$ cat src/hdl/qta_pkg.sv
// ----------------------------------------------------------------------------
// qta_pkg: shared types, constants and helpers
// Node word layout of the quadtree store and small helpers used by the
// walk controller, the clearing sweep and the top level.
// ----------------------------------------------------------------------------
package qta_pkg;

	localparam int ROOT_LOG2_DEF = 6;
	localparam int NEED_W        = 7;
	localparam int POS_W         = 6;
	localparam int RSIZE_W       = 7;
	localparam int CODE_W        = 4;
	localparam int CORNERS       = 4;
	localparam int CMP_W         = 16;

	// One node of the tree: taken flag, allocated-below flag and the four
	// free-size codes of its children. Code 0 is no space, code k is 2^(k-1).
	typedef struct packed {
		logic                              taken;
		logic                              alloc_below;
		logic [CORNERS-1:0][CODE_W-1:0]    free_code;
	} node_t;

	// Number of nodes of a complete quadtree with root_log2+1 levels.
	function automatic int quad_node_total(input int root_log2);
		return ((1 << (2 * (root_log2 + 1))) - 1) / 3;
	endfunction

	// True when the free size encoded by code covers need.
	function automatic logic code_fits(input logic [CODE_W-1:0] code,
		input logic [NEED_W-1:0] need);
		logic [CMP_W-1:0] sz;
		sz = (code == '0) ? '0 : (CMP_W'(1) << (code - CODE_W'(1)));
		return sz >= CMP_W'(need);
	endfunction

	// Largest of the four child codes.
	function automatic logic [CODE_W-1:0] max_code(
		input logic [CORNERS-1:0][CODE_W-1:0] codes);
		logic [CODE_W-1:0] a;
		logic [CODE_W-1:0] b;
		a = (codes[0] > codes[1]) ? codes[0] : codes[1];
		b = (codes[2] > codes[3]) ? codes[2] : codes[3];
		return (a > b) ? a : b;
	endfunction

endpackage

$ cat src/hdl/qta_clear.sv
// ----------------------------------------------------------------------------
// qta_clear: reset sweep of the node memory
// After reset, writes every node once in index order with its reset word:
// flags clear and each child code equal to the child's own size.
// ----------------------------------------------------------------------------
module qta_clear
	import qta_pkg::*;
#(
	parameter int ROOT_LOG2 = ROOT_LOG2_DEF,
	parameter int AW        = $clog2(quad_node_total(ROOT_LOG2_DEF))
) (
	input  logic          clk,
	input  logic          arst_n,
	output logic          wr_en,
	output logic [AW-1:0] wr_addr,
	output node_t         wr_data,
	output logic          done
);

	localparam int NODES = quad_node_total(ROOT_LOG2);
	localparam int LW    = $clog2(ROOT_LOG2 + 1);
	localparam int CNT_W = 2 * ROOT_LOG2 + 1;

	logic [AW-1:0]    addr_q;
	logic [LW-1:0]    level_q;
	logic [CNT_W-1:0] level_cnt_q;
	logic [CNT_W-1:0] left_q;
	logic             done_q;
	logic [CODE_W-1:0] code;

	always_ff @(posedge clk or negedge arst_n) begin
		if (!arst_n) begin
			addr_q      <= '0;
			level_q     <= '0;
			level_cnt_q <= CNT_W'(1);
			left_q      <= CNT_W'(1);
			done_q      <= 1'b0;
		end else if (!done_q) begin
			addr_q <= addr_q + AW'(1);
			if (addr_q == AW'(NODES - 1)) begin
				done_q <= 1'b1;
			end
			if (left_q == CNT_W'(1)) begin
				// Last node of this level: the next level is four times wider.
				level_q     <= level_q + LW'(1);
				level_cnt_q <= level_cnt_q << 2;
				left_q      <= level_cnt_q << 2;
			end else begin
				left_q <= left_q - CNT_W'(1);
			end
		end
	end

	assign code = (level_q < LW'(ROOT_LOG2))
		? (CODE_W'(ROOT_LOG2) - CODE_W'(level_q)) : '0;

	always_comb begin
		wr_data             = '0;
		wr_data.taken       = 1'b0;
		wr_data.alloc_below = 1'b0;
		for (int c = 0; c < CORNERS; c++) begin
			wr_data.free_code[c] = code;
		end
	end

	assign wr_en   = !done_q;
	assign wr_addr = addr_q;
	assign done    = done_q;

endmodule

$ cat config.mk
export PLATFORM = sky130hd
export DESIGN_NAME = qta_clear
export DESIGN_NICKNAME = d
export VERILOG_FILES = /design/src/hdl/qta_pkg.sv /design/src/hdl/qta_clear.sv
export SDC_FILE = /design/constraint.sdc
export NUM_CORES = 1
export LEC_CHECK = 0
export BUFFER_PORTS_ARGS = -buffer_cell sky130_fd_sc_hd__clkbuf_2
export CORE_UTILIZATION = 50
export DETAILED_ROUTE_END_ITERATION = 16
export GPL_ROUTABILITY_DRIVEN = 0
export PLACE_DENSITY = 0.74
export SYNTH_ARGS = -nofsm -noshare
export SYNTH_HDL_FRONTEND = slang
export SYNTH_SLANG_ARGS = --single-unit
$ cat constraint.sdc
create_clock -name clk -period 4.9 [get_ports clk]
set_clock_uncertainty 0.05 [all_clocks]
set_input_delay 0.245 -clock clk [delete_from_list [all_inputs] [get_ports clk]]
set_output_delay 0.245 -clock clk [all_outputs]
set_load 0.05 [all_outputs]
Yosys cells after proc, flatten, opt, wreduce, memory -nomap -nowiden
Index checks and enable logic that the tools add are counted.

word-level totals
  register bits = 36
  output and inout bits = 33

operators by class
  add/sub/neg operators = 4
  order comparisons = 1
  equal/unequal tests = 2
  muxes and demuxes = 4
  bitwise operators = 1
  reductions and logical operators = 2

operator list
  operator               count
  $add 13x1->13 const B  1
  $eq 13x1->1 const B    1
  $eq 13x13->1 const B   1
  $mux 13                1
  $sub 13x1->13 const B  1
  $mux 4                 1
  $sub 3x3->4 const A    1
  $add 3x1->3 const B    1
  $lt 3x3->1 const B     1
  $mux 1                 2
  $reduce_and 2->1       1
  $logic_not 1->1        1
  $not 1->1              1

Logic depth before layout (Yosys ltp)
  depth in word-level cells = 3
  depth in mapped cells = 7
  mapped depth without buffers = 6

Worst setup path after synthesis
No wires, ideal clock.

  kind = flip-flop to output port
  start = reg level_q[0]
  end = out wr_data[10] in the netlist's numbering
  arrival = 2.267 ns
  data required time = 4.605 ns
  path slack = 2.338 ns
  cell stages (with the launch flop) = 4
  path through = dfrtp_1 -> ha_1 -> o21ai_0 -> buf_4

RTL lines
  element                   RTL line         RTL
  start: declaration        qta_clear.sv:25  logic [LW-1:0] level_q;
  start signal: assignment  qta_clear.sv:45  level_q <= level_q + LW'(1);
  end: declaration          qta_clear.sv:16  output node_t wr_data,

Worst setup path after layout
  start = reg left_q[0]
  end = reg left_q[11]

between the ends
  longest elaborated chain between the ends = 2
  elaborated cells between the ends (all ways) = 3

ends and longest elaborated chain
  element                                              RTL line                          RTL
  start: declaration                                   qta_clear.sv:27                   logic [CNT_W-1:0] left_q;
  start signal: assignment                             qta_clear.sv:47                   left_q <= level_cnt_q << 2;
  start signal: assignment                             qta_clear.sv:49                   left_q <= left_q - CNT_W'(1);
  $sub 13x1->13 / $eq 13x1->1 (equally long branches)  qta_clear.sv:49, qta_clear.sv:43
  $mux 13 *                                            qta_clear.sv:43                   if (left_q == CNT_W'(1)) begin

Mark *: on every way between the ends. The rest lies on a longest branch, timed or not.
A chain may end at the register's enable or synchronous reset.

==> impl_metrics.tcl <==
set metrics [dict create \
    initial_core_util_pct 54.5 \
    ys_ff_latch 36 \
    drt_pass1_iterations 4 \
    status "completed" \
    whs_ps 13.0 \
    setup_viol 0 \
    n_fill_cell 315 \
    cts_num_sinks 36 \
    core-area_sq_um 3470 \
    grt_antenna_before_repair 0 \
    ff2ff_setup_slack_ps 2250 \
    finalHoldViolCount 0 \
    crit_path_end_kind "flip-flop" \
    min_period_ps 2650 \
    drv_slew 0 \
    cts_setup_buffers 0 \
    grt_pass1_vias 1301 \
    io_pins 35 \
    avgRoutedWirePerCell_microns 13.9 \
    rr_worst_depth 5 \
    cts_hold_buf 0 \
    dp_hpwl_microns 2430 \
    finalCritPeriodShare_pct 54.1 \
    area_delta_synth_final_pct 9.20 \
    ctsResizeCount 0 \
    tightest_slew_ps 997 \
    viasPerCell 5.56 \
    layout.cells.non_filler 241 \
    dp_cells 233 \
    nNetsFinal 202 \
    grt_start_max_net_pins 37 \
    grt_pass1_wl_microns 5940 \
    crit_required_ps 5020 \
    synth_warnings 0 \
    hold_class "primary input to async pin" \
    r2r_end "left_q[11]" \
    antenna_cells 0 \
    max_slew_margin_pct 33.0 \
    r2r-start "left_q[0]" \
    htreeDepth 2 \
    die_h_microns 63.5 \
    cellLeakagePower_nw 0.911 \
    grt_use_total_pct 19.1 \
    power.density_nw_per_um2 255 \
    path_max_fanout 19 \
    cts-root-buf "clkbuf_8" \
    num_rows 21 \
    cts-buffers-inserted 5 \
    async_reset_ff_share_pct 100 \
    critPathKind "flip-flop to flip-flop" \
    drt_iter0_drc 43 \
    drcViolationCount 0 \
    power_uw 526 \
    synth_ff_type "dfrtp_1" \
    vias 1340 \
    cts_max_path_buffers 2 \
    yosysSeqAreaShare_pct 47.8 \
    pre_cts_ws_ps 2220 \
    synth.avg_cell_area_sq_um 11.0 \
    setup_ws_ps 2250 \
    insertion_delay_ps 290 \
    drtAntennaViolNets 0 \
    clock.fmax_mhz 377 \
    irDropWorstVdd_uv 141 \
    ys_types 50 \
    synth_edf_count 0 \
    numPortBuffers 28 \
    clkTransAtPathRegs_ps 70 \
    dieWidth_microns 63.5 \
    dieArea_sq_um 4030 \
    syn_inst 172 \
    drive_gt1_share_pct 26.2 \
    syn-cell-area_sq_um 1890 \
    cp-start-kind "flip-flop" \
    drt_wl_total_microns 3360 \
    drv_cap 0 \
    arrival_ps 2770 \
    setup_tns_ps 0 \
    overflow 0 \
    cts_tree "yes" \
    rsz0062_at_grt "false" \
]
## placed cells by master, fill, tap and decap left out, types with 4 or more instances in the layout
cell / n
ha_1: 6
a21oi_1: 4
conb_1: 6
clkbuf_2: 28
nand3_1: 5
inv_1: 8
o21ai_0: 9
dfrtp_1: 34
nor2_1: 9
nand2_1: 12
xnor2_1: 16
clkbuf_8: 6
## cells in the mapped netlist, drive strengths merged, types with 2 or more instances
cell type / instances / share of area, %
dfrtp: 34 / 45
buf: 17 / 6.8
xnor2: 16 / 7.4
nand2: 12 / 2.4
nor2: 9 / 1.8
o21ai: 9 / 2.4
inv: 8 / 1.6
ha: 6 / 4.0
mux2: 6 / 4.2
nand3: 5 / 1.3
a21oi: 4 / 1.1
nor4: 4 / 2.1
and3: 3 / 0.99
nand4: 3 / 0.99
dfstp: 2 / 2.8
nor3: 2 / 0.53
o31ai: 2 / 0.79
o41ai: 2 / 1.3
or3b: 2 / 0.93
or4: 2 / 0.99
or4b: 2 / 1.3
xor2: 2 / 1.3
## cell families after synthesis
| logic type | count (synthesis) | share of synthesized area, % |
|---|---|---|
| buf+inv | 26 | 8.60 |
| compound gates | 24 | 8.54 |
| fa+ha+maj | 6 | 3.97 |
| mux | 6 | 4.17 |
| flops | 36 | 47.8 |
| simple gates | 55 | 18.0 |
| xor+xnor | 18 | 8.74 |
| other cells | 1 | 0.198 |
## worst max path at each step
| stage | start | to | slack [ps] | cells after the start |
|---|---|---|---|---|
| after floorplan | level_q[0] | wr_data[10] | 2340 | 3 |
| after global placement | left_q[0] | left_q[9] | 2290 | 5 |
| after detailed placement | left_q[0] | left_q[11] | 2220 | 5 |
| after CTS | left_q[0] | left_q[11] | 2210 | 5 |
| after global routing | left_q[0] | left_q[9] | 2020 | 5 |
| final | left_q[0] | left_q[11] | 2250 | 5 |
## where the power goes
| group | switching (mW) | total, mW | internal (mW) | leakage (nW) |
|---|---|---|---|---|
| clock network | 0.0987 | 0.213 | 0.115 | 0.0455 |
| logic | 0.0154 | 0.0157 | 0.000264 | 0.436 |
| registers | 0 | 0.297 | 0.297 | 0.429 |
## sequential cells by signal, summed over array words and instances (netlist names)
signal       cells
level_q          3
level_cnt_q      6
wr_addr         13
left_q          13
done             1
## layout make-up
| class | instances | area (sq um) | share of cell area, % |
|---|---|---|---|
| sequential | 36 | 903 | 43.8 |
| multi-input combinational | 115 | 843 | 40.8 |
| timing repair buffer | 28 | 140 | 6.79 |
| clock buffer | 8 | 90.1 | 4.36 |
| tap | 46 | 57.6 | 2.79 |
| inverter | 8 | 30.0 | 1.45 |
## critical path: stages (launching register included)
cell	delay (ps)
dfstp_2	570
ha_1	160
or4b_4	500
nor4_4	900
nor2_1	70
mux2_2	290
## metrics by stage
stage          cell area [sq um]  utilization, %
2_1_floorplan               1910               -
3_3_place_gp                1970            56.9
3_5_place_dp                1970            56.9
4_1_cts                     2060            59.5
5_1_grt                     2060            59.5
6_report                    2060            59.5
## layer usage
metal  wire length [microns]  global-route usage (%)
met4                      63                    8.52
met3                     136                    4.35
met1                    1550                    23.9
met5                       0                       0
met2                    1610                    31.4
Power figures use the tool's default switching activity.
