===== config.mk =====
export PLATFORM = sky130hd
export DESIGN_NAME = qta_ctrl
export DESIGN_NICKNAME = d
export VERILOG_FILES = /design/src/hdl/qta_pkg.sv /design/src/hdl/qta_ctrl.sv
export SDC_FILE = /design/constraint.sdc
export NUM_CORES = 1
export LEC_CHECK = 0
export BUFFER_PORTS_ARGS = -buffer_cell sky130_fd_sc_hd__buf_2
export CORE_ASPECT_RATIO = 0.5
export CORE_MARGIN = 1.5
export CORE_UTILIZATION = 50
export DETAILED_ROUTE_END_ITERATION = 10
export HOLD_SLACK_MARGIN = 0.05
export MAX_ROUTING_LAYER = met4
export PLACE_DENSITY = 0.72
export SYNTH_ARGS = -nofsm -noshare
export SYNTH_HDL_FRONTEND = slang
export SYNTH_SLANG_ARGS = --single-unit
export TNS_END_PERCENT = 10

===== constraint.sdc =====
create_clock -name clk -period 9.3 [get_ports clk]
set_clock_uncertainty 0.15 [all_clocks]
set_input_delay 0 -clock clk [delete_from_list [all_inputs] [get_ports clk]]
set_output_delay 0 -clock clk [all_outputs]
set_load 0.005 [all_outputs]

===== src/hdl/qta_pkg.sv =====
// ----------------------------------------------------------------------------
// qta_pkg: shared types, constants and helpers
// Node word layout of the quadtree store and small helpers used by the
// walk controller, the clearing sweep and the top level.
// ----------------------------------------------------------------------------
package qta_pkg;

	localparam int ROOT_LOG2_DEF = 6;
	localparam int NEED_W        = 7;
	localparam int POS_W         = 6;
	localparam int RSIZE_W       = 7;
	localparam int CODE_W        = 4;
	localparam int CORNERS       = 4;
	localparam int CMP_W         = 16;

	// One node of the tree: taken flag, allocated-below flag and the four
	// free-size codes of its children. Code 0 is no space, code k is 2^(k-1).
	typedef struct packed {
		logic                              taken;
		logic                              alloc_below;
		logic [CORNERS-1:0][CODE_W-1:0]    free_code;
	} node_t;

	// Number of nodes of a complete quadtree with root_log2+1 levels.
	function automatic int quad_node_total(input int root_log2);
		return ((1 << (2 * (root_log2 + 1))) - 1) / 3;
	endfunction

	// True when the free size encoded by code covers need.
	function automatic logic code_fits(input logic [CODE_W-1:0] code,
		input logic [NEED_W-1:0] need);
		logic [CMP_W-1:0] sz;
		sz = (code == '0) ? '0 : (CMP_W'(1) << (code - CODE_W'(1)));
		return sz >= CMP_W'(need);
	endfunction

	// Largest of the four child codes.
	function automatic logic [CODE_W-1:0] max_code(
		input logic [CORNERS-1:0][CODE_W-1:0] codes);
		logic [CODE_W-1:0] a;
		logic [CODE_W-1:0] b;
		a = (codes[0] > codes[1]) ? codes[0] : codes[1];
		b = (codes[2] > codes[3]) ? codes[2] : codes[3];
		return (a > b) ? a : b;
	endfunction

endpackage


===== src/hdl/qta_ctrl.sv =====
// ----------------------------------------------------------------------------
// qta_ctrl: walk controller
// Descends the tree one level per cycle reading the node memory, then, when it
// marks a node, climbs back one level per cycle with a read-modify-write of each ancestor.
// ----------------------------------------------------------------------------
module qta_ctrl
	import qta_pkg::*;
#(
	parameter int ROOT_LOG2 = ROOT_LOG2_DEF,
	parameter int AW        = $clog2(quad_node_total(ROOT_LOG2_DEF))
) (
	input  logic               clk,
	input  logic               arst_n,
	input  logic               accept,
	input  logic [NEED_W-1:0]  needed_width,
	input  logic [NEED_W-1:0]  needed_height,
	output logic               busy,
	output logic               rd_en,
	output logic [AW-1:0]      rd_addr,
	input  node_t              rd_data,
	output logic               wr_en,
	output logic [AW-1:0]      wr_addr,
	output node_t              wr_data,
	output logic               done,
	output logic [POS_W-1:0]   region_x,
	output logic [POS_W-1:0]   region_y,
	output logic [RSIZE_W-1:0] region_size,
	output logic               marked
);

	localparam int LW = $clog2(ROOT_LOG2 + 1);
	localparam int SW = ROOT_LOG2 + 1;
	localparam int PW = ROOT_LOG2;

	localparam logic [1:0] ST_IDLE    = 2'd0;
	localparam logic [1:0] ST_DESCEND = 2'd1;
	localparam logic [1:0] ST_ASCEND  = 2'd2;

	logic [1:0]        state_q;
	logic [AW-1:0]     idx_q;
	logic [LW-1:0]     level_q;
	logic [SW-1:0]     size_q;
	logic [PW-1:0]     px_q;
	logic [PW-1:0]     py_q;
	logic [SW-1:0]     rs_q;
	logic              corner_valid_q;
	logic [NEED_W-1:0] need_q;
	logic [1:0]        corner_q;
	logic [CODE_W-1:0] carry_q;

	logic                done_q;
	logic [POS_W-1:0]    res_x_q;
	logic [POS_W-1:0]    res_y_q;
	logic [RSIZE_W-1:0]  res_size_q;
	logic                res_marked_q;

	logic [SW-1:0]     half;
	logic [SW-1:0]     rs_n;
	logic              can_take;
	logic              desc_ok;
	logic              have_best;
	logic [1:0]        best;
	logic [AW-1:0]     idx_m1;
	logic [AW-1:0]     child_idx;
	logic [PW-1:0]     px_n;
	logic [PW-1:0]     py_n;
	node_t             upd;
	logic [CODE_W-1:0] upd_max;

	assign half     = size_q >> 1;
	assign can_take = !rd_data.alloc_below;
	assign rs_n     = can_take ? size_q : rs_q;
	assign desc_ok  = (level_q < LW'(ROOT_LOG2)) && (CMP_W'(half) >= CMP_W'(need_q));
	assign idx_m1   = idx_q - AW'(1);

	// First child in corner order whose free size covers the request.
	always_comb begin
		have_best = 1'b0;
		best      = 2'd0;
		if (desc_ok) begin
			for (int c = CORNERS - 1; c >= 0; c--) begin
				if (code_fits(rd_data.free_code[c], need_q)) begin
					have_best = 1'b1;
					best      = 2'(c);
				end
			end
		end
	end

	assign child_idx = (idx_q << 2) + AW'(1) + AW'(best);
	assign px_n = (best == 2'd1 || best == 2'd2) ? (px_q + PW'(half)) : px_q;
	assign py_n = best[1] ? (py_q + PW'(half)) : py_q;

	// Ancestor update on the way up: own flag and the child's new code.
	always_comb begin
		upd                      = rd_data;
		upd.alloc_below          = 1'b1;
		upd.free_code[corner_q]  = carry_q;
	end
	assign upd_max = max_code(upd.free_code);

	always_comb begin
		rd_en   = 1'b0;
		rd_addr = '0;
		wr_en   = 1'b0;
		wr_addr = idx_q;
		wr_data = upd;
		case (state_q)
			ST_IDLE: begin
				rd_en   = accept;
				rd_addr = '0;
			end
			ST_DESCEND: begin
				if (!rd_data.taken) begin
					if (have_best) begin
						rd_en   = 1'b1;
						rd_addr = child_idx;
					end else if (can_take && corner_valid_q) begin
						// Mark the node taken and fetch its parent.
						wr_en         = 1'b1;
						wr_data       = rd_data;
						wr_data.taken = 1'b1;
						rd_en         = 1'b1;
						rd_addr       = idx_m1 >> 2;
					end
				end
			end
			ST_ASCEND: begin
				wr_en = 1'b1;
				if (idx_q != '0) begin
					rd_en   = 1'b1;
					rd_addr = idx_m1 >> 2;
				end
			end
			default: begin
				rd_en = 1'b0;
			end
		endcase
	end

	always_ff @(posedge clk or negedge arst_n) begin
		if (!arst_n) begin
			state_q <= ST_IDLE;
			done_q  <= 1'b0;
		end else begin
			done_q <= 1'b0;
			case (state_q)
				ST_IDLE: begin
					if (accept) begin
						state_q <= ST_DESCEND;
					end
				end
				ST_DESCEND: begin
					if (rd_data.taken) begin
						done_q  <= 1'b1;
						state_q <= ST_IDLE;
					end else if (!have_best) begin
						done_q  <= 1'b1;
						state_q <= (can_take && corner_valid_q) ? ST_ASCEND : ST_IDLE;
					end
				end
				ST_ASCEND: begin
					if (idx_q == '0) begin
						state_q <= ST_IDLE;
					end
				end
				default: begin
					state_q <= ST_IDLE;
				end
			endcase
		end
	end

	always_ff @(posedge clk) begin
		case (state_q)
			ST_IDLE: begin
				if (accept) begin
					idx_q          <= '0;
					level_q        <= '0;
					size_q         <= SW'(1) << ROOT_LOG2;
					px_q           <= '0;
					py_q           <= '0;
					rs_q           <= '0;
					corner_valid_q <= 1'b0;
					need_q         <= (needed_width > needed_height)
						? needed_width : needed_height;
				end
			end
			ST_DESCEND: begin
				if (rd_data.taken) begin
					res_x_q      <= POS_W'(px_q);
					res_y_q      <= POS_W'(py_q);
					res_size_q   <= RSIZE_W'(rs_q);
					res_marked_q <= 1'b0;
				end else if (have_best) begin
					idx_q          <= child_idx;
					level_q        <= level_q + LW'(1);
					size_q         <= half;
					px_q           <= px_n;
					py_q           <= py_n;
					rs_q           <= rs_n;
					corner_valid_q <= 1'b1;
				end else begin
					res_x_q      <= POS_W'(px_q);
					res_y_q      <= POS_W'(py_q);
					res_size_q   <= RSIZE_W'(rs_n);
					res_marked_q <= can_take && corner_valid_q;
					idx_q        <= idx_m1 >> 2;
					corner_q     <= idx_m1[1:0];
					carry_q      <= '0;
				end
			end
			ST_ASCEND: begin
				idx_q    <= idx_m1 >> 2;
				corner_q <= idx_m1[1:0];
				carry_q  <= upd_max;
			end
			default: begin
				idx_q <= idx_q;
			end
		endcase
	end

	assign busy        = (state_q != ST_IDLE);
	assign done        = done_q;
	assign region_x    = res_x_q;
	assign region_y    = res_y_q;
	assign region_size = res_size_q;
	assign marked      = res_marked_q;

endmodule


* Word-level counts from Yosys, hierarchy flattened *
Cells that the tools add are included.

operators by class
  reduce and logical (&&, ||, !) cells = 24
  bitwise logic cells = 0
  $add $sub $neg = 10
  mux-type cells = 90
  multiply operators = 0
  order comparisons = 12
  shifts and indexed selects = 4
  equality and inequality tests = 13
  divide/modulo/power cells = 0

operators with widths
  operator                                             count
  two-way mux 18 bit                                   4
  two-way mux 7 bit                                    10
  two-way mux 6 bit                                    11
  two-way mux 13 bit                                   5
  greater-or-equal comparator 16 x 7 -> 1 bit          4
  two-way mux 16 bit                                   4
  left shift 1 x 4 -> 16 bit (first input constant)    4
  case mux 13 bit (3 select lines)                     1
  case mux 7 bit (2 select lines)                      2
  case mux 13 bit (2 select lines)                     1
  two-way mux 2 bit                                    12
  two-way mux 4 bit                                    6
  case mux 6 bit (2 select lines)                      2
  two-way mux 11 bit                                   2
  two-way mux 1 bit                                    18
  bitwise mux 16 bit                                   1
  zero test 4 bit                                      4
  != test 2 bit (second input constant)                8
  subtractor 4 x 1 -> 4 bit (second input constant)    4
  adder 13 x 1 -> 13 bit (second input constant)       1
  adder 13 x 2 -> 13 bit                               1
  zero test 13 bit                                     1
  nonzero test 13 bit                                  1
  subtractor 13 x 1 -> 13 bit (second input constant)  1
  other kinds (29)                                     45

storage, ports and cells
  bits in writable memories = 0
  bits in read-only memories = 0
  memories kept = 0
  bits in latches = 0
  flip-flop bits (word level) = 79
  input bits = 35

* Depth between registers and ports, before layout *
  depth in word-level cells = 15
  gate-level depth with buffers = 19
  gate-level depth less buffers = 18

* Worst setup path before layout *
OpenSTA, ideal clock, no wires.

  kind = register to register
  start = register corner_q[0]
  end = register carry_q[1] (data pin)
  setup time = 0.254 ns
  arrival time = 3.755 ns
  clock period less this slack = 4.160 ns
  path slack = 5.140 ns
  stages on the path, launching flop included = 19
  data required time = 8.896 ns
  path through = edfxtp_1 -> nor2b_1 -> clkbuf_1 -> mux2i_1 -> inv_1 -> ha_1 -> nor2b_1 -> o21a_1 -> o21a_1 -> o21ai_0 -> mux2_2 -> ha_1 -> nor2b_1 -> o21ai_0 -> nand2b_1 -> a21oi_1 -> a41oi_1 -> and2_1 -> o21a_1

between the ends
  word-level cells in the longest chain between the ends = 10
  elaborated cells between the ends (all ways) = 13

RTL lines
  element                                                                                                                  RTL line                      RTL
  from (decl)                                                                                                              qta_ctrl.sv:48                logic [1:0] corner_q;
  from (signal assigned)                                                                                                   qta_ctrl.sv:209               corner_q <= idx_m1[1:0];
  from (signal assigned)                                                                                                   qta_ctrl.sv:215               corner_q <= idx_m1[1:0];
  less-than comparator 2 x 3 -> 1 bit (implied by the code) or greater-or-equal comparator 2 x 1 -> 1 bit (tied branches)  qta_ctrl.sv:98                upd.free_code[corner_q] = carry_q;
  logical AND 1 bit (implied by the code)                                                                                  qta_ctrl.sv:98
  two-way mux 4 bit (implied by the code)                                                                                  qta_ctrl.sv:98
  demux 4 bit (select 2 bit) *                                                                                             qta_ctrl.sv:98
  bitwise mux 16 bit *                                                                                                     qta_ctrl.sv:98
  greater-than comparator 4 bit, on equally long branches                                                                  qta_pkg.sv:42, qta_pkg.sv:43
  two-way mux 4 bit, on equally long branches                                                                              qta_pkg.sv:42, qta_pkg.sv:43
  greater-than comparator 4 bit                                                                                            qta_pkg.sv:44                 return (a > b) ? a : b;
  two-way mux 4 bit *                                                                                                      qta_pkg.sv:44
  case mux 4 bit (2 select lines) *                                                                                        qta_ctrl.sv:175               case (state_q)
  to (signal assigned)                                                                                                     qta_ctrl.sv:216               carry_q <= upd_max;
  to (decl)                                                                                                                qta_ctrl.sv:49                logic [CODE_W-1:0] carry_q;

Mark *: on every way between the ends. The rest lies on a longest branch, timed or not.
A chain may end at the register's enable or synchronous reset.

* Final worst setup path *
  start = register corner_q[0]
  end = register carry_q[0] (data pin)

Same word-level chain as after synthesis.

==> results_tabular.tex <==
\begin{tabular}{lr}
\hline
Metric & Value \\
\hline
\multicolumn{2}{l}{\textbf{Die}} \\
Standard cell core area & approximately 12,000 um\^{}2 \\
Total number of placement rows & 28 \\
Die area & between 10,000 and 15,000 um\^{}2 \\
Initial Util & 0.523 \\
Width of the die & 162 um \\
DIE HEIGHT & approximately 83 um \\
Number of placed I/O pins & about 100 \\
\multicolumn{2}{l}{\textbf{Timing}} \\
Setup repair after global routing missed its margin & false \\
Fmax & 0.212 GHz \\
Crit path time final & around 4700 ps \\
Total count of hold-check failures in the final report & 0 \\
Actual slew at the worst max-slew pin & around 1200 ps \\
Setup TNS & 0 ps \\
Max-Slew Margin vs Limit & 0.190 \\
\# setup viols final & 0 \\
Number of pins exceeding their max-slew limit in the final report & 0 \\
Final Cycle Share & 0.508 \\
Worst-case setup margin in the final layout & between 4000 and 5000 ps \\
\multicolumn{2}{l}{\textbf{Routing}} \\
Via total after detailed routing & 5,281 \\
Per-cell via count in the routed design & roughly 5.7 \\
Count of unresolved DRC violations after routing & 0 \\
DRC violation total after the first TritonRoute iteration & roughly 360 \\
DRT antenna net count & 0 \\
First-pass DRT Iterations & 5 \\
Total wire length & around 16 mm \\
Routed wire per std cell & about 17 um \\
\multicolumn{2}{l}{\textbf{Pwr}} \\
Worst supply voltage drop on vdd & 0.156 mV \\
Standby leakage power & 3.21 nW \\
Ratio of total power to cell area & approximately 320 nW/um\^{}2 \\
Design Power & 2.36 mW \\
\multicolumn{2}{l}{\textbf{Global route}} \\
Total congestion overflow after global routing & 0 \\
Total routing resource utilization after global routing & 0.249 \\
Largest net degree at the start of global routing & 37 \\
Number of antenna violations at the first check in global routing & 0 \\
Wire length of the first global-routing pass & 24.7 mm \\
Via count of the first global-routing pass & roughly 5k \\
\multicolumn{2}{l}{\textbf{Clock tree}} \\
Maximum clock path buffer count & 2 \\
Number of H-tree levels & 3 \\
Clock Sinks & 79 \\
Root buf cell & sky130\_fd\_sc\_hd\_\_clkbuf\_16 \\
TritonCTS clock tree & yes \\
Clock latency reported for the late side of the worst-skew pair & between 300 and 400 ps \\
Clock Pin Slew Worst Setup and Hold Paths & approximately 60 ps \\
Number of buffers created by CTS & 9 \\
\multicolumn{2}{l}{\textbf{Yosys}} \\
Synthesized area per cell & 9.88 um\^{}2 \\
Netlist area before placement & about 6300 um\^{}2 \\
Dominant cell type by area after synthesis & sky130\_fd\_sc\_hd\_\_edfxtp\_1 \\
Count of different cell masters after synthesis & between 60 and 70 \\
FF+latch count, synth & 79 \\
Cells after Synth & 640 \\
Share of async-settable or async-resettable flops after synthesis & 0.0380 \\
Sequential area share after synthesis & 0.373 \\
Portion of synthesized cell area occupied by the leading cell type & 0.361 \\
Mapped Nets & between 700 and 800 \\
Cell types with the largest area share after synthesis & sky130\_fd\_sc\_hd\_\_edfxtp\_1, sky130\_fd\_sc\_hd\_\_ha\_1, sky130\_fd\_sc\_hd\_\_mux2i\_1, sky130\_fd\_sc\_hd\_\_nor2\_1, sky130\_fd\_sc\_hd\_\_mux2\_2 \\
Count of flip-flops with a built-in enable after synthesis & 76 \\
Flip-flop cell with the highest count after synthesis & sky130\_fd\_sc\_hd\_\_edfxtp\_1 \\
Total of warnings raised by yosys & 0 \\
\multicolumn{2}{l}{\textbf{Setup path}} \\
Last element of the critical path & carry\_q[0]\$\_SDFFCE\_PP0P\_ \\
Number of cells traversed by the worst register-to-register path & 17 \\
Worst setup path category & register to register \\
Element type at the critical path start & register \\
Launching element of the worst setup path & corner\_q[0]\$\_DFFE\_PP\_ \\
Reg-to-reg slack, setup & around 4600 ps \\
Highest fanout seen on the critical path & 7 \\
Reg-to-reg critical path endpoint & carry\_q[0]\$\_SDFFCE\_PP0P\_ \\
R2R Path Start & corner\_q[0]\$\_DFFE\_PP\_ \\
Worst endpoint required time & between 9000 and 10,000 ps \\
Data arrival time of the critical path & approximately 4700 ps \\
CP endpoint kind & register \\
\multicolumn{2}{l}{\textbf{Placed design}} \\
Final weighted congestion in routability-driven placement & between 0.8 and 0.9 \\
IO buf count & 102 \\
Detailed placement HPWL & around 12 mm \\
Post-Place Worst Slack & roughly 4700 ps \\
\multicolumn{2}{l}{\textbf{Cells and area}} \\
ANT cells & 0 \\
Fraction of final layout cells sized beyond drive strength 1 & 0.206 \\
Synth-to-Final Area Change & 17.7\% \\
Storage cell area & approximately 2400 um\^{}2 \\
Area taken by multi-input logic gates & approximately 3700 um\^{}2 \\
Final-layout fill cell count & around 1.0k \\
NumNets Final & between 800 and 900 \\
Core Util, Final & 0.616 \\
\multicolumn{2}{l}{\textbf{Hold path}} \\
Min-Delay Path Class & input pin to primary output \\
Hold depth & 4 \\
Worst Min Path Start & rd\_data[0] \\
\multicolumn{2}{l}{\textbf{Status}} \\
Result of the run & finished, final reports clean \\
\multicolumn{2}{l}{\textbf{Flow run}} \\
Number of max-capacitance violations reported & 0 \\
\hline
\end{tabular}
==> state kept, by name, summed over array words and instances (netlist names), 3 cells and up <==
signal,flops
region_y,6
px_q,6
region_x,6
need_q,7
region_size,7
level_q,3
wr_addr,13
rs_q,7
size_q,7
py_q,6
carry_q,4
==> layer usage <==
metal | vias up | track usage | part of all wire
met5 | - | - | 0
met2 | 150 | 0.405 | 0.46
li1 | 2574 | - | -
met3 | 27 | 0.0365 | 0.049
met4 | 0 | 0.0642 | 0.012
met1 | 2530 | 0.333 | 0.48
==> worst max-delay path, stage by stage (launching register included) <==
cell	delay (ps)
sky130_fd_sc_hd__edfxtp_1	420
sky130_fd_sc_hd__nor2b_1	390
sky130_fd_sc_hd__mux2i_1	380
sky130_fd_sc_hd__inv_1	80
sky130_fd_sc_hd__ha_1	290
sky130_fd_sc_hd__nor2b_1	140
sky130_fd_sc_hd__o21a_1	180
sky130_fd_sc_hd__o21a_1	170
sky130_fd_sc_hd__o21ai_0	450
sky130_fd_sc_hd__mux2_2	420
sky130_fd_sc_hd__ha_1	290
sky130_fd_sc_hd__nor2b_1	120
sky130_fd_sc_hd__o21ai_0	80
sky130_fd_sc_hd__nand2b_1	80
sky130_fd_sc_hd__a21oi_1	70
sky130_fd_sc_hd__a41oi_1	470
sky130_fd_sc_hd__mux2i_1	260
sky130_fd_sc_hd__nor2_1	60
==> what timing repair did <==
action                    in CTS  in global routing
resized for setup              0                  0
hold buffers                  19                  0
hold endpoints to repair      17                  0
setup buffers                  0                  0
==> worst min-delay path by stage <==
| stage | endpoint |
|---|---|
| floorplan | done$_DFF_PN0_ |
| global placement | state_q[1]$_DFFE_PN0P_ |
| detailed placement | done$_DFF_PN0_ |
| CTS | wr_data[0] |
| global route | wr_data[6] |
| finish | wr_data[0] |
==> report_power, final <==
part / internal (mW) / switching [mW] / leakage, nW
clock: 0.184 / 0.155 / 0.132
sequential: 0.660 / 0.140 / 0.781
combinational: 0.516 / 0.709 / 2.30
total: 1.36 / 1.00 / 3.21
==> stage by stage <==
stage,cells,hold slack [ps],instance area [um^2]
2_1_floorplan,640,-446,6330
3_3_place_gp,889,-354,6970
3_5_place_dp,889,-345,6970
4_1_cts,924,249,7440
5_1_grt,924,272,7440
6_report,924,251,7440
==> layout make-up <==
cell class,count,area share
Clock buffer,9,0.0303
Clock inverter,7,0.00756
Inverter,44,0.0222
Multi-Input combinational cell,496,0.498
Sequential cell,79,0.317
Tap cell,165,0.0277
Timing Repair Buffer,124,0.0972
==> layout by cell type (no fill, tap or decap), drive strengths merged, types with 3 or more instances in the layout <==
| cell type | n |
|---|---|
| a2111oi | 3 |
| a211oi | 8 |
| a21o | 9 |
| a21oi | 34 |
| and2 | 19 |
| and3 | 5 |
| buf | 105 |
| clkbuf | 9 |
| clkinv | 3 |
| dfrtp | 3 |
| dlygate4sd3 | 19 |
| edfxtp | 76 |
| ha | 72 |
| inv | 46 |
| mux2 | 21 |
| mux2i | 29 |
| nand2 | 33 |
| nand2b | 17 |
| nand3 | 9 |
| nand4 | 12 |
| nor2 | 75 |
| nor2b | 9 |
| nor3 | 25 |
| nor3b | 7 |
| nor4 | 4 |
| o21a | 11 |
| o21ai | 17 |
| o22ai | 15 |
| o31ai | 4 |
| or4 | 3 |
| or4b | 5 |
| xnor2 | 18 |
| xor2 | 10 |
==> cell usage after synthesis (11+ instances only) <==
cell type,count
sky130_fd_sc_hd__ha_1,72
sky130_fd_sc_hd__inv_1,43
sky130_fd_sc_hd__nand2b_1,17
sky130_fd_sc_hd__nor3_1,25
sky130_fd_sc_hd__nand2_1,33
sky130_fd_sc_hd__clkbuf_1,16
sky130_fd_sc_hd__and2_1,18
sky130_fd_sc_hd__xnor2_1,18
sky130_fd_sc_hd__o21a_1,11
sky130_fd_sc_hd__mux2i_1,29
sky130_fd_sc_hd__a21oi_1,33
sky130_fd_sc_hd__o22ai_1,13
sky130_fd_sc_hd__nor2_1,75
sky130_fd_sc_hd__mux2_2,19
sky130_fd_sc_hd__edfxtp_1,76
sky130_fd_sc_hd__o21ai_0,15
==> logic make-up after synthesis <==
family                   count (synthesis)  synth area share
AO/OA/AOI/OAI                          117             0.128
XOR/XNOR                                28            0.0388
adder cells (fa/ha/maj)                 74             0.149
buffers and inverters                   65            0.0409
flip-flops                              79             0.373
multiplexers                            50            0.0839
AND/OR/NAND/NOR                        227             0.187
No activity file was read; power rests on OpenSTA's default activity.
